`src/design/ptes_pkg.sv`:
```
// Package for the periodic timer event scheduler: sizes, operation codes and
// the command and status bundles between controller and datapath.
// No dependencies.
package ptes_pkg;

  localparam int NUM_TIMERS = 16;
  localparam int TIME_BITS  = 48;
  localparam int PER_W      = 32;
  localparam int ID_W       = 4;
  localparam int OP_W       = 2;
  localparam int IDX_W      = $clog2(NUM_TIMERS);
  localparam int CNT_W      = $clog2(TIME_BITS);
  localparam int IN_DATA_W  = ((ID_W + PER_W + TIME_BITS + 7) / 8) * 8;
  localparam int OUT_DATA_W = ((ID_W + 7) / 8) * 8;

  typedef enum logic [OP_W-1:0] {
    OP_SET  = 2'd0,
    OP_STOP = 2'd1,
    OP_TICK = 2'd2
  } op_t;

  typedef struct packed {
    logic             load_now;
    logic             do_set;
    logic             do_stop;
    logic             scan_init;
    logic             scan_step;
    logic             scan_first;
    logic [IDX_W-1:0] idx;
    logic             mod_start;
    logic             mod_step;
    logic             base_step;
    logic             due_write;
    logic             oneshot_clear;
    logic             out_fire;
    logic             out_empty;
  } ptes_cmd_t;

  typedef struct packed {
    logic found;
    logic per_zero;
    logic more;
    logic out_free;
  } ptes_stat_t;

endpackage

```
`src/design/ptes_dp.sv`:
```
// Datapath of the timer scheduler: slot tables, scan best-pick registers,
// bit-serial remainder unit for due-time catch-up and the result register.
// Depends on ptes_pkg.
module ptes_dp import ptes_pkg::*; (
  input  logic                 clk,
  input  logic                 rst_n,
  input  ptes_cmd_t            cmd,
  output ptes_stat_t           stat,
  input  logic [ID_W-1:0]      in_id,
  input  logic [PER_W-1:0]     in_period,
  input  logic [TIME_BITS-1:0] in_now,
  input  logic                 out_ready,
  output logic                 out_valid,
  output logic                 out_fired,
  output logic [ID_W-1:0]      out_id,
  output logic                 out_last
);

  logic [TIME_BITS-1:0]  due_mem [NUM_TIMERS];
  logic [PER_W-1:0]      per_mem [NUM_TIMERS];
  logic [NUM_TIMERS-1:0] reg_r;
  logic [NUM_TIMERS-1:0] pending_r;

  logic [TIME_BITS-1:0] now_r;
  logic                 found_r;
  logic [IDX_W-1:0]     best_idx_r;
  logic [TIME_BITS-1:0] best_due_r;
  logic [PER_W-1:0]     best_per_r;

  logic [TIME_BITS-1:0] diff_r;
  logic [PER_W:0]       mod_rem_r;
  logic [TIME_BITS-1:0] base_r;

  logic                 out_valid_r;
  logic                 out_fired_r;
  logic [ID_W-1:0]      out_id_r;
  logic                 out_last_r;

  logic                  slot_ok;
  logic [IDX_W-1:0]      set_idx;
  logic [TIME_BITS:0]    set_sum;
  logic [TIME_BITS-1:0]  set_due;
  logic [TIME_BITS-1:0]  rd_due;
  logic                  eligible;
  logic                  better;
  logic [PER_W:0]        rem_sh;
  logic [PER_W:0]        rem_nxt;
  logic [TIME_BITS:0]    upd_sum;
  logic [TIME_BITS-1:0]  upd_due;
  logic [NUM_TIMERS-1:0] best_hot;
  logic                  out_free;

  assign slot_ok = int'(in_id) < NUM_TIMERS;
  assign set_idx = IDX_W'(in_id);
  assign set_sum = {1'b0, in_now} + (TIME_BITS+1)'(in_period);
  assign set_due = set_sum[TIME_BITS] ? {TIME_BITS{1'b1}} : set_sum[TIME_BITS-1:0];

  // First pass builds the pending set; later passes only look at it
  assign rd_due   = due_mem[cmd.idx];
  assign eligible = cmd.scan_first ? (reg_r[cmd.idx] && (rd_due <= now_r))
                                   : pending_r[cmd.idx];
  assign better   = !found_r || (rd_due < best_due_r);

  // Restoring remainder, one dividend bit per step
  assign rem_sh  = {mod_rem_r[PER_W-1:0], diff_r[TIME_BITS-1]};
  assign rem_nxt = (rem_sh >= {1'b0, best_per_r}) ? rem_sh - {1'b0, best_per_r} : rem_sh;

  assign upd_sum = {1'b0, base_r} + (TIME_BITS+1)'(best_per_r);
  assign upd_due = upd_sum[TIME_BITS] ? {TIME_BITS{1'b1}} : upd_sum[TIME_BITS-1:0];

  assign best_hot = NUM_TIMERS'(1) << best_idx_r;
  assign out_free = !out_valid_r || out_ready;

  assign stat.found    = found_r;
  assign stat.per_zero = (best_per_r == '0);
  assign stat.more     = |(pending_r & ~best_hot);
  assign stat.out_free = out_free;

  assign out_valid = out_valid_r;
  assign out_fired = out_fired_r;
  assign out_id    = out_id_r;
  assign out_last  = out_last_r;

  always_ff @(posedge clk) begin
    if (!rst_n) begin
      reg_r       <= '0;
      found_r     <= 1'b0;
      out_valid_r <= 1'b0;
    end else begin
      if (cmd.do_set && slot_ok) begin
        reg_r[set_idx] <= 1'b1;
      end
      if (cmd.do_stop && slot_ok) begin
        reg_r[set_idx] <= 1'b0;
      end
      if (cmd.oneshot_clear) begin
        reg_r[best_idx_r] <= 1'b0;
      end
      if (cmd.scan_init) begin
        found_r <= 1'b0;
      end else if (cmd.scan_step && eligible) begin
        found_r <= 1'b1;
      end
      if (cmd.out_fire || cmd.out_empty) begin
        out_valid_r <= 1'b1;
      end else if (out_ready) begin
        out_valid_r <= 1'b0;
      end
    end
  end

  always_ff @(posedge clk) begin
    if (cmd.do_set && slot_ok) begin
      per_mem[set_idx] <= in_period;
      due_mem[set_idx] <= set_due;
    end
    if (cmd.due_write) begin
      due_mem[best_idx_r] <= upd_due;
    end
  end

  always_ff @(posedge clk) begin
    if (cmd.load_now) begin
      now_r <= in_now;
    end
    if (cmd.scan_step) begin
      if (cmd.scan_first) begin
        pending_r[cmd.idx] <= eligible;
      end
      if (eligible && better) begin
        best_idx_r <= cmd.idx;
        best_due_r <= rd_due;
        best_per_r <= per_mem[cmd.idx];
      end
    end
    if (cmd.out_fire) begin
      pending_r[best_idx_r] <= 1'b0;
    end
    if (cmd.mod_start) begin
      diff_r    <= now_r - best_due_r;
      mod_rem_r <= '0;
    end else if (cmd.mod_step) begin
      diff_r    <= {diff_r[TIME_BITS-2:0], 1'b0};
      mod_rem_r <= rem_nxt;
    end
    if (cmd.base_step) begin
      base_r <= now_r - TIME_BITS'(mod_rem_r[PER_W-1:0]);
    end
    if (cmd.out_fire) begin
      out_fired_r <= 1'b1;
      out_id_r    <= ID_W'(best_idx_r);
      out_last_r  <= !stat.more;
    end else if (cmd.out_empty) begin
      out_fired_r <= 1'b0;
      out_id_r    <= '0;
      out_last_r  <= 1'b1;
    end
  end

`ifndef SYNTHESIS
  a_rem_below_period: assert property (@(posedge clk) disable iff (!rst_n)
    cmd.base_step |-> (mod_rem_r < {1'b0, best_per_r}))
    else $error("remainder not below period");

  a_new_due_past_now: assert property (@(posedge clk) disable iff (!rst_n)
    cmd.due_write |-> ((upd_due > now_r) || (upd_due == {TIME_BITS{1'b1}})))
    else $error("catch-up due time not past now");

  a_fire_was_pending: assert property (@(posedge clk) disable iff (!rst_n)
    cmd.out_fire |-> (found_r && pending_r[best_idx_r]))
    else $error("fired slot was not pending");
`endif

endmodule

```
`src/design/ptes_ctrl.sv`:
```
// Controller of the timer scheduler: sequences the slot scan, catch-up
// remainder steps and result hand-off. Depends on ptes_pkg.
module ptes_ctrl import ptes_pkg::*; (
  input  logic            clk,
  input  logic            rst_n,
  input  logic            in_valid,
  input  logic [OP_W-1:0] in_op,
  output logic            in_ready,
  input  ptes_stat_t      stat,
  output ptes_cmd_t       cmd
);

  typedef enum logic [2:0] {
    S_IDLE,
    S_SCAN,
    S_DECIDE,
    S_MOD,
    S_BASE,
    S_UPD,
    S_EMIT,
    S_EMPTY
  } state_t;

  state_t           state_r, state_nxt;
  logic [IDX_W-1:0] idx_r, idx_nxt;
  logic [CNT_W-1:0] bit_r, bit_nxt;
  logic             first_r, first_nxt;
  logic             accept;

  assign in_ready = (state_r == S_IDLE);
  assign accept   = in_valid && in_ready;

  always_comb begin
    state_nxt = state_r;
    idx_nxt   = idx_r;
    bit_nxt   = bit_r;
    first_nxt = first_r;
    cmd       = '0;
    cmd.idx        = idx_r;
    cmd.scan_first = first_r;
    unique case (state_r)
      S_IDLE: begin
        if (accept) begin
          unique case (op_t'(in_op))
            OP_SET:  cmd.do_set = 1'b1;
            OP_STOP: cmd.do_stop = 1'b1;
            OP_TICK: begin
              cmd.load_now  = 1'b1;
              cmd.scan_init = 1'b1;
              idx_nxt       = '0;
              first_nxt     = 1'b1;
              state_nxt     = S_SCAN;
            end
            default: ;
          endcase
        end
      end
      S_SCAN: begin
        cmd.scan_step = 1'b1;
        idx_nxt       = idx_r + 1'b1;
        if (idx_r == IDX_W'(NUM_TIMERS - 1)) begin
          idx_nxt   = '0;
          state_nxt = S_DECIDE;
        end
      end
      S_DECIDE: begin
        if (!stat.found) begin
          state_nxt = S_EMPTY;
        end else if (stat.per_zero) begin
          cmd.oneshot_clear = 1'b1;
          state_nxt         = S_EMIT;
        end else begin
          cmd.mod_start = 1'b1;
          bit_nxt       = '0;
          state_nxt     = S_MOD;
        end
      end
      S_MOD: begin
        cmd.mod_step = 1'b1;
        bit_nxt      = bit_r + 1'b1;
        if (bit_r == CNT_W'(TIME_BITS - 1)) begin
          state_nxt = S_BASE;
        end
      end
      S_BASE: begin
        cmd.base_step = 1'b1;
        state_nxt     = S_UPD;
      end
      S_UPD: begin
        cmd.due_write = 1'b1;
        state_nxt     = S_EMIT;
      end
      S_EMIT: begin
        if (stat.out_free) begin
          cmd.out_fire = 1'b1;
          first_nxt    = 1'b0;
          if (stat.more) begin
            cmd.scan_init = 1'b1;
            idx_nxt       = '0;
            state_nxt     = S_SCAN;
          end else begin
            state_nxt = S_IDLE;
          end
        end
      end
      S_EMPTY: begin
        if (stat.out_free) begin
          cmd.out_empty = 1'b1;
          state_nxt     = S_IDLE;
        end
      end
      default: state_nxt = S_IDLE;
    endcase
  end

  always_ff @(posedge clk) begin
    if (!rst_n) begin
      state_r <= S_IDLE;
      idx_r   <= '0;
      bit_r   <= '0;
      first_r <= 1'b0;
    end else begin
      state_r <= state_nxt;
      idx_r   <= idx_nxt;
      bit_r   <= bit_nxt;
      first_r <= first_nxt;
    end
  end

`ifndef SYNTHESIS
  a_load_when_free: assert property (@(posedge clk) disable iff (!rst_n)
    (cmd.out_fire || cmd.out_empty) |-> stat.out_free)
    else $error("result loaded over an untaken result");

  a_empty_only_first: assert property (@(posedge clk) disable iff (!rst_n)
    cmd.out_empty |-> first_r)
    else $error("empty result after a fired result");
`endif

endmodule

```
`src/design/periodic_timer_event_scheduler_unit.sv`:
```
// Periodic timer event scheduler, top level: stream ports around the
// controller and datapath. Depends on ptes_pkg, ptes_ctrl and ptes_dp.
//
// Keeps 16 timer slots. A set or stop transaction gives no result. A tick
// scans all slots one per cycle and fires the pending slots one per pass,
// earliest due time first (ties lowest slot), or gives one empty result when
// none is due. Each pass scans the slots, then decides and loads the result;
// a periodic slot adds 48 steps of the remainder unit, then forms the base
// time and writes the due time that catches up past now. Output stalls hold
// the emit. Results leave through a one-deep output register; input is taken
// only between ticks.
module periodic_timer_event_scheduler_unit import ptes_pkg::*; (
  input  logic                  clk,
  input  logic                  rst_n,
  input  logic                  in_tvalid,
  output logic                  in_tready,
  input  logic [IN_DATA_W-1:0]  in_tdata,   // timer_id, period, now, zero pad
  input  logic [OP_W-1:0]       in_tuser,   // op
  output logic                  out_tvalid,
  input  logic                  out_tready,
  output logic [OUT_DATA_W-1:0] out_tdata,  // fired_id, zero pad
  output logic [0:0]            out_tuser,  // fired
  output logic                  out_tlast
);

  ptes_cmd_t            cmd;
  ptes_stat_t           stat;
  logic [ID_W-1:0]      in_id;
  logic [PER_W-1:0]     in_period;
  logic [TIME_BITS-1:0] in_now;
  logic                 out_fired;
  logic [ID_W-1:0]      out_id;

  assign in_id     = in_tdata[ID_W-1:0];
  assign in_period = in_tdata[ID_W +: PER_W];
  assign in_now    = in_tdata[ID_W+PER_W +: TIME_BITS];

  ptes_ctrl u_ctrl (
    .clk      (clk),
    .rst_n    (rst_n),
    .in_valid (in_tvalid),
    .in_op    (in_tuser),
    .in_ready (in_tready),
    .stat     (stat),
    .cmd      (cmd)
  );

  ptes_dp u_dp (
    .clk       (clk),
    .rst_n     (rst_n),
    .cmd       (cmd),
    .stat      (stat),
    .in_id     (in_id),
    .in_period (in_period),
    .in_now    (in_now),
    .out_ready (out_tready),
    .out_valid (out_tvalid),
    .out_fired (out_fired),
    .out_id    (out_id),
    .out_last  (out_tlast)
  );

  assign out_tdata = OUT_DATA_W'(out_id);
  assign out_tuser = out_fired;

endmodule

```
`config.mk`:
```
export PLATFORM = sky130hd
export DESIGN_NAME = periodic_timer_event_scheduler_unit
export DESIGN_NICKNAME = d
export VERILOG_FILES = /design/src/design/ptes_pkg.sv /design/src/design/ptes_dp.sv /design/src/design/ptes_ctrl.sv /design/src/design/periodic_timer_event_scheduler_unit.sv
export SDC_FILE = /design/constraint.sdc
export NUM_CORES = 2
export LEC_CHECK = 0
export BUFFER_PORTS_ARGS = -buffer_cell sky130_fd_sc_hd__buf_2
export CORE_MARGIN = 2
export CORE_UTILIZATION = 44
export DETAILED_ROUTE_END_ITERATION = 8
export HOLD_SLACK_MARGIN = 0.02
export MAX_ROUTING_LAYER = met4
export PLACE_DENSITY_LB_ADDON = 0.15
export SLEW_MARGIN = 20
export SYNTH_ARGS = -nofsm -noshare
export SYNTH_HDL_FRONTEND = slang
export SYNTH_SLANG_ARGS = --single-unit
export TNS_END_PERCENT = 30
```
`constraint.sdc`:
```
create_clock -name clk -period 8.38 [get_ports clk]
set_input_delay 0.838 -clock clk [delete_from_list [all_inputs] [get_ports clk]]
set_output_delay 0.838 -clock clk [all_outputs]
set_load 0.03 [all_outputs]
```
# Word-level counts from Yosys, hierarchy flattened
# Memories as Yosys holds them, arrays and structs flattened. A register that Yosys moved wholly into a read port is not among the register bits.
# Cells that the tools add are included.
dict set report totals {
  ram_bits 1280
  out_inout_bits 12
  input_bits 94
  memories 2
  register_bits 282
  wordCells 179
  rom_bits 0
  latchBits 0
}
# memory words width read_ports rd_clocked_by_memory_dff write_ports line
set mem_list {}
lappend mem_list {u_dp.due_mem 16 48 1 1 1 ptes_dp.sv:19} ;# logic [TIME_BITS-1:0] due_mem [NUM_TIMERS];
lappend mem_list {u_dp.per_mem 16 32 1 1 1 ptes_dp.sv:20} ;# logic [PER_W-1:0] per_mem [NUM_TIMERS];
dict set report classes {
  muxes 84
  n_reduce_logical 30
  multipliers 0
  bitwise_logic 9
  n_eq_ne 20
  n_addsub 7
  magnitude_cmp 9
  shift 1
  div 0
}
# op count
set op_table {}
lappend op_table {{two-way mux 48 bit} 5}
lappend op_table {{two-way mux 16 bit} 8}
lappend op_table {{adder 48 x 32 -> 49 bit} 2}
lappend op_table {{AND 16 bit} 4}
lappend op_table {{<= comparator 48 bit} 1}
lappend op_table {{less-than comparator 48 bit} 1}
lappend op_table {{NOT 16 bit} 3}
lappend op_table {{OR reduction 48 bit} 1}
lappend op_table {{subtractor 48 x 32 -> 48 bit} 1}
lappend op_table {{subtractor 48 bit} 1}
lappend op_table {{two-way mux 4 bit} 11}
lappend op_table {{two-way mux 1 bit} 37}
lappend op_table {{greater-or-equal comparator 33 x 32 -> 1 bit} 1}
lappend op_table {{zero test 32 bit} 1}
lappend op_table {{two-way mux 32 bit} 1}
lappend op_table {{subtractor 32 bit} 1}
lappend op_table {{two-way mux 3 bit} 9}
lappend op_table {{case mux 3 bit (8 select lines)} 1}
lappend op_table {{bitwise mux 16 bit} 1}
lappend op_table {{OR 16 bit} 1}
lappend op_table {{OR reduction 16 bit} 1}
lappend op_table {{<< shifter 1 x 4 -> 16 bit (first input constant)} 1}
lappend op_table {{less-than comparator 4 x 5 -> 1 bit (second input constant)} 3}
lappend op_table {{demux 1 bit (select 4 bit)} 3}
lappend op_table {{31 further kinds} 61}

# Logic depth before layout (Yosys ltp)
dict set report depth {
  ltp_word 12
  depth_mapped 17
  mapped_depth_nobuf 14
}

# Hierarchy
# A second synthesis with hierarchy kept.
dict set report hier_totals {
  cells_unflattened 6146
  hier_area_um2 81388.1
}
# mod cells_per_inst seq_area_each_um2 instances area_per_inst_um2
set modules_own_cells {}
lappend modules_own_cells {ptes_dp 6033 46774.9 1 80483.4}
lappend modules_own_cells {ptes_ctrl 108 280.3 1 870.8}
lappend modules_own_cells {periodic_timer_event_scheduler_unit 5 0.0 1 33.8}

# Worst setup path after synthesis
# No wires, ideal clock.
dict set report synth_path {
  path_type {reg2reg}
  start {register with a tool-made name}
  end {register u_dp.best_due_r[0] (enable)}
  n_path_buf 4
  path_stages_with_launch 18
  setup_ns 0.516
  slack_ns -0.191
  arrival_time_ns 8.054
  period_less_slack_ns 8.571
  t_required_ns 7.864
  path_cell_list {dfxtp_1 > buf_2 > buf_2 > buf_1 > mux4_2 > mux4_2 > ha_1 > a21o_1 > a21o_1 > a21o_1 > a21oi_1 > o211ai_1 > a221o_1 > a221o_1 > a211o_1 > buf_2 > a21o_1 > a211oi_2}
}
# item line
set synth_lines {}
lappend synth_lines {{end signal: assignment} ptes_dp.sv:132} ;# best_due_r <= rd_due;
lappend synth_lines {{end: declaration} ptes_dp.sv:27} ;# logic [TIME_BITS-1:0] best_due_r;

==> qor.csv <==
stage,metric,value,unit
timing,Rel. slew slack,0.234,
floorplanning,I/O pin count,106,
global_route,GRT met2 Usage,0.364,
setup_path,CP top delay family,compound AO/OA/AOI/OAI gates,
yosys,synthesized area,0.0728,sq mm
timing,setup violators final,0,
yosys,Post-synth EDFFs,1513,
drt,Routed Antenna Nets,0,
status,status,finished clean,
yosys,cell taking the most area after synthesis,edfxtp_1,
timing,Setup TNS,0,ps
layout,Multi-input gate area,0.0243,sq mm
layout,number of nets in the layout,5124,
drt,Detailed Route WL,195000,microns
drt,via count,41789,
clock_tree,cts hold-fix bufs,0,
timing,"Worst Setup Slack, final",1950,ps
setup_path,Critical Path Fanout Max,67,
global_route,pin count of the biggest net entering global routing,101,
setup_path,CP Cell Sequence,buf_12 > mux4_2 > mux4_2 > ha_1 > a21o_1 > a21o_1 > a21oi_1 > o21a_1 > o211ai_1 > a221o_1 > a221o_1 > a211o_1 > a21o_1 > a211oi_4 > buf_12,
timing,Clock Skew,54.6,ps
clock_tree,total CTS buffers,170,
setup_path,CP arrival,6860,ps
clock_tree,clk slew on worst S/H paths,70,ps
clock_tree,clk sinks,1598,
drt,wire per inst,27.4,microns
clock_tree,clock buffer depth,3,
global_route,first-pass GRT wire length,281000,microns
timing,RSZ-0062 raised after global routing,false,
placed_design,pre-CTS setup slack,1940,ps
global_route,total gr overflow,0,
global_route,grt met3 use,0.0350,
setup_path,CP max stage delay,860,ps
placed_design,buffers added on ports,97,
layout,Fill cells,13757,
global_route,All-Layer GR Usage,0.236,
timing,max-slew violation count,0,
yosys,Syn Area/Cell,16.0,sq um
clock_tree,CTS H-tree lvls,4,
drt,initial DRC count,4212,
floorplanning,Die Height,411,microns
layout,"Area growth, synth to finish",12.9,%
layout,"commonest non-fill, non-tap cells in the layout","edfxtp_1, mux4_2, ha_1",
setup_path,WP data required,8810,ps
layout,post-layout instance area,0.0822,sq mm
setup_path,Setup CP Type,flip-flop to flip-flop,
layout,share of layout cells above drive strength 1,0.196,
power,Power Dens Cells,234,mW/mm^2
hold_path,HP Class,primary input to flip-flop,
setup_path,cell mode on critical path,a21o_1,
layout,FF+latch area,0.0472,sq mm
yosys,top cell type's share of synthesized area,0.624,
timing,Tcrit/Tclk final,0.767,
drt,vias per std cell,5.89,
yosys,"Distinct cells, synth",93,
yosys,synthesis warning total,0,
power,worst IR drop on VDD,0.000216,V
layout,Layout Cells excl Fill,7093,
power,Leak,27.7,nW
floorplanning,# rows,149,
drt,1st-pass router iterations,6,
clock_tree,Skew-Pair Late Insertion Delay,830,ps
yosys,Syn Inst Count,4541,
global_route,M1 GR Usage,0.327,
layout,"most common cell after layout, fill and taps aside",edfxtp_1,
clock_tree,TritonCTS clock tree,yes,
clock_tree,PostCTS Resize Cnt,0,
yosys,"Seq/Total Area, Yosys",0.648,
timing,min Tclk post-route,6430,ps
global_route,vias in the first global route,40988,
floorplanning,total core area,0.165,sq mm
setup_path,CP bufs+invs,2,
floorplanning,Die X-Extent,411,microns
placed_design,dpl cell area,0.0764,sq mm
placed_design,Inst Count DP,6752,
yosys,top area cells in the synthesized netlist,"edfxtp_1, mux4_2, ha_1, dfxtp_1, a21oi_1",
global_route,initial antenna violation count,16,
floorplanning,die area,0.169,sq mm
clock_tree,"Setup Fix Bufs, Post-CTS",0,
floorplanning,Initial Util,0.442,
yosys,Async SR Flop Fraction,0,
placed_design,DP HPWL,126000,microns
setup_path,Crit. End Element,flip-flop,
timing,Highest Clock Rate,156,MHz
drt,drc violations,0,
yosys,Synth Register Bits,1598,
yosys,Most used DFF post-synth,edfxtp_1,
placed_design,Placer Congestion,0.948,
setup_path,startpoint types,flip-flop,
run,Max-cap violations,0,
timing,"Hold Vio Cnt, Final",0,
setup_path,CP max stage cell,dfxtp_4,
timing,worst slew pin tran,1150,ps
clock_tree,Clock Root Buffer,clkbuf_16,
global_route,gr busiest metal,met2,
## per-layer routing
metal / vias to the layer above / part of all wire
met5: - / 0
met4: 0 / 0.025
met3: 260 / 0.059
met2: 1296 / 0.47
met1: 21687 / 0.44
li1: 18546 / -
## logic make-up after synthesis
logic type,share of synthesized area
compound gates,0.0792
xor+xnor,0.0229
fa+ha+maj,0.0487
buf+inv,0.0220
flops,0.648
mux,0.128
other cells,0.0000515
simple gates,0.0515
## synthesized netlist by cell type, types with 37 or more instances
| cell | count |
|---|---|
| dfxtp_1 | 85 |
| nand2_1 | 207 |
| inv_1 | 218 |
| mux4_2 | 409 |
| nand3_1 | 83 |
| a21oi_1 | 223 |
| nand2b_1 | 37 |
| edfxtp_1 | 1513 |
| a21o_1 | 135 |
| a22oi_1 | 38 |
| buf_1 | 42 |
| ha_1 | 275 |
| clkbuf_1 | 102 |
| xor2_1 | 72 |
| nor2b_1 | 43 |
| o21ai_0 | 216 |
| nor2_1 | 186 |
| xnor2_1 | 118 |
| nand4_1 | 48 |
## path summary, 6_finish.rpt
kind	start	endpoint	slack, ps	cells past startpoint
max	flip-flop	u_dp.best_per_r[15]	1950	15
min	in_tdata[45]	u_dp.now_r[9]	200	1
max reg2reg	flip-flop	u_dp.best_per_r[15]	1950	15
min reg2reg	u_dp.out_fired	u_dp.out_fired	460	1
## per-stage QoR
| stage | utilization | hold slack, ps | power (W) |
|---|---|---|---|
| 6_report | 0.499 | 202 | 0.0192 |
| 5_1_grt | 0.499 | 164 | 0.0199 |
| 4_1_cts | 0.498 | 149 | 0.0193 |
| 3_5_place_dp | 0.464 | 448 | 0.0118 |
| 3_3_place_gp | 0.464 | 442 | 0.0118 |
| 2_1_floorplan | - | 406 | 0.0111 |
## sequential cells by signal (all words and copies together) (netlist names), 3 cells and up, named ones only
| signal | count |
|---|---|
| u_dp.out_id | 4 |
| u_dp.mod_rem_r | 32 |
| u_dp.pending_r | 16 |
| u_ctrl.state_r | 3 |
| u_dp.best_due_r | 48 |
| u_dp.best_idx_r | 4 |
| u_dp.reg_r | 16 |
| u_dp.per_mem | 512 |
| u_dp.base_r | 48 |
| u_dp.due_mem | 768 |
| u_ctrl.bit_r | 6 |
| u_dp.diff_r | 48 |
| u_dp.now_r | 48 |
| u_ctrl.idx_r | 4 |
| u_dp.best_per_r | 32 |
## where the power goes
part	internal (W)	switching, W
Clock	0.00425	0.00325
Combinational	0.00101	0.00150
Sequential	0.00904	0.000141
Total	0.0143	0.00489
## area by class of cell
cell class | count | area share
Multi-Input combinational cell | 2546 | 0.296
Clock inverter | 107 | 0.0145
Inverter | 219 | 0.0100
Antenna cell | 11 | 0.000335
Clock buffer | 208 | 0.0535
Timing Repair Buffer | 215 | 0.0182
Sequential cell | 1598 | 0.574
Tap cell | 2189 | 0.0333
Note: power is estimated with default switching activity, not from simulation.
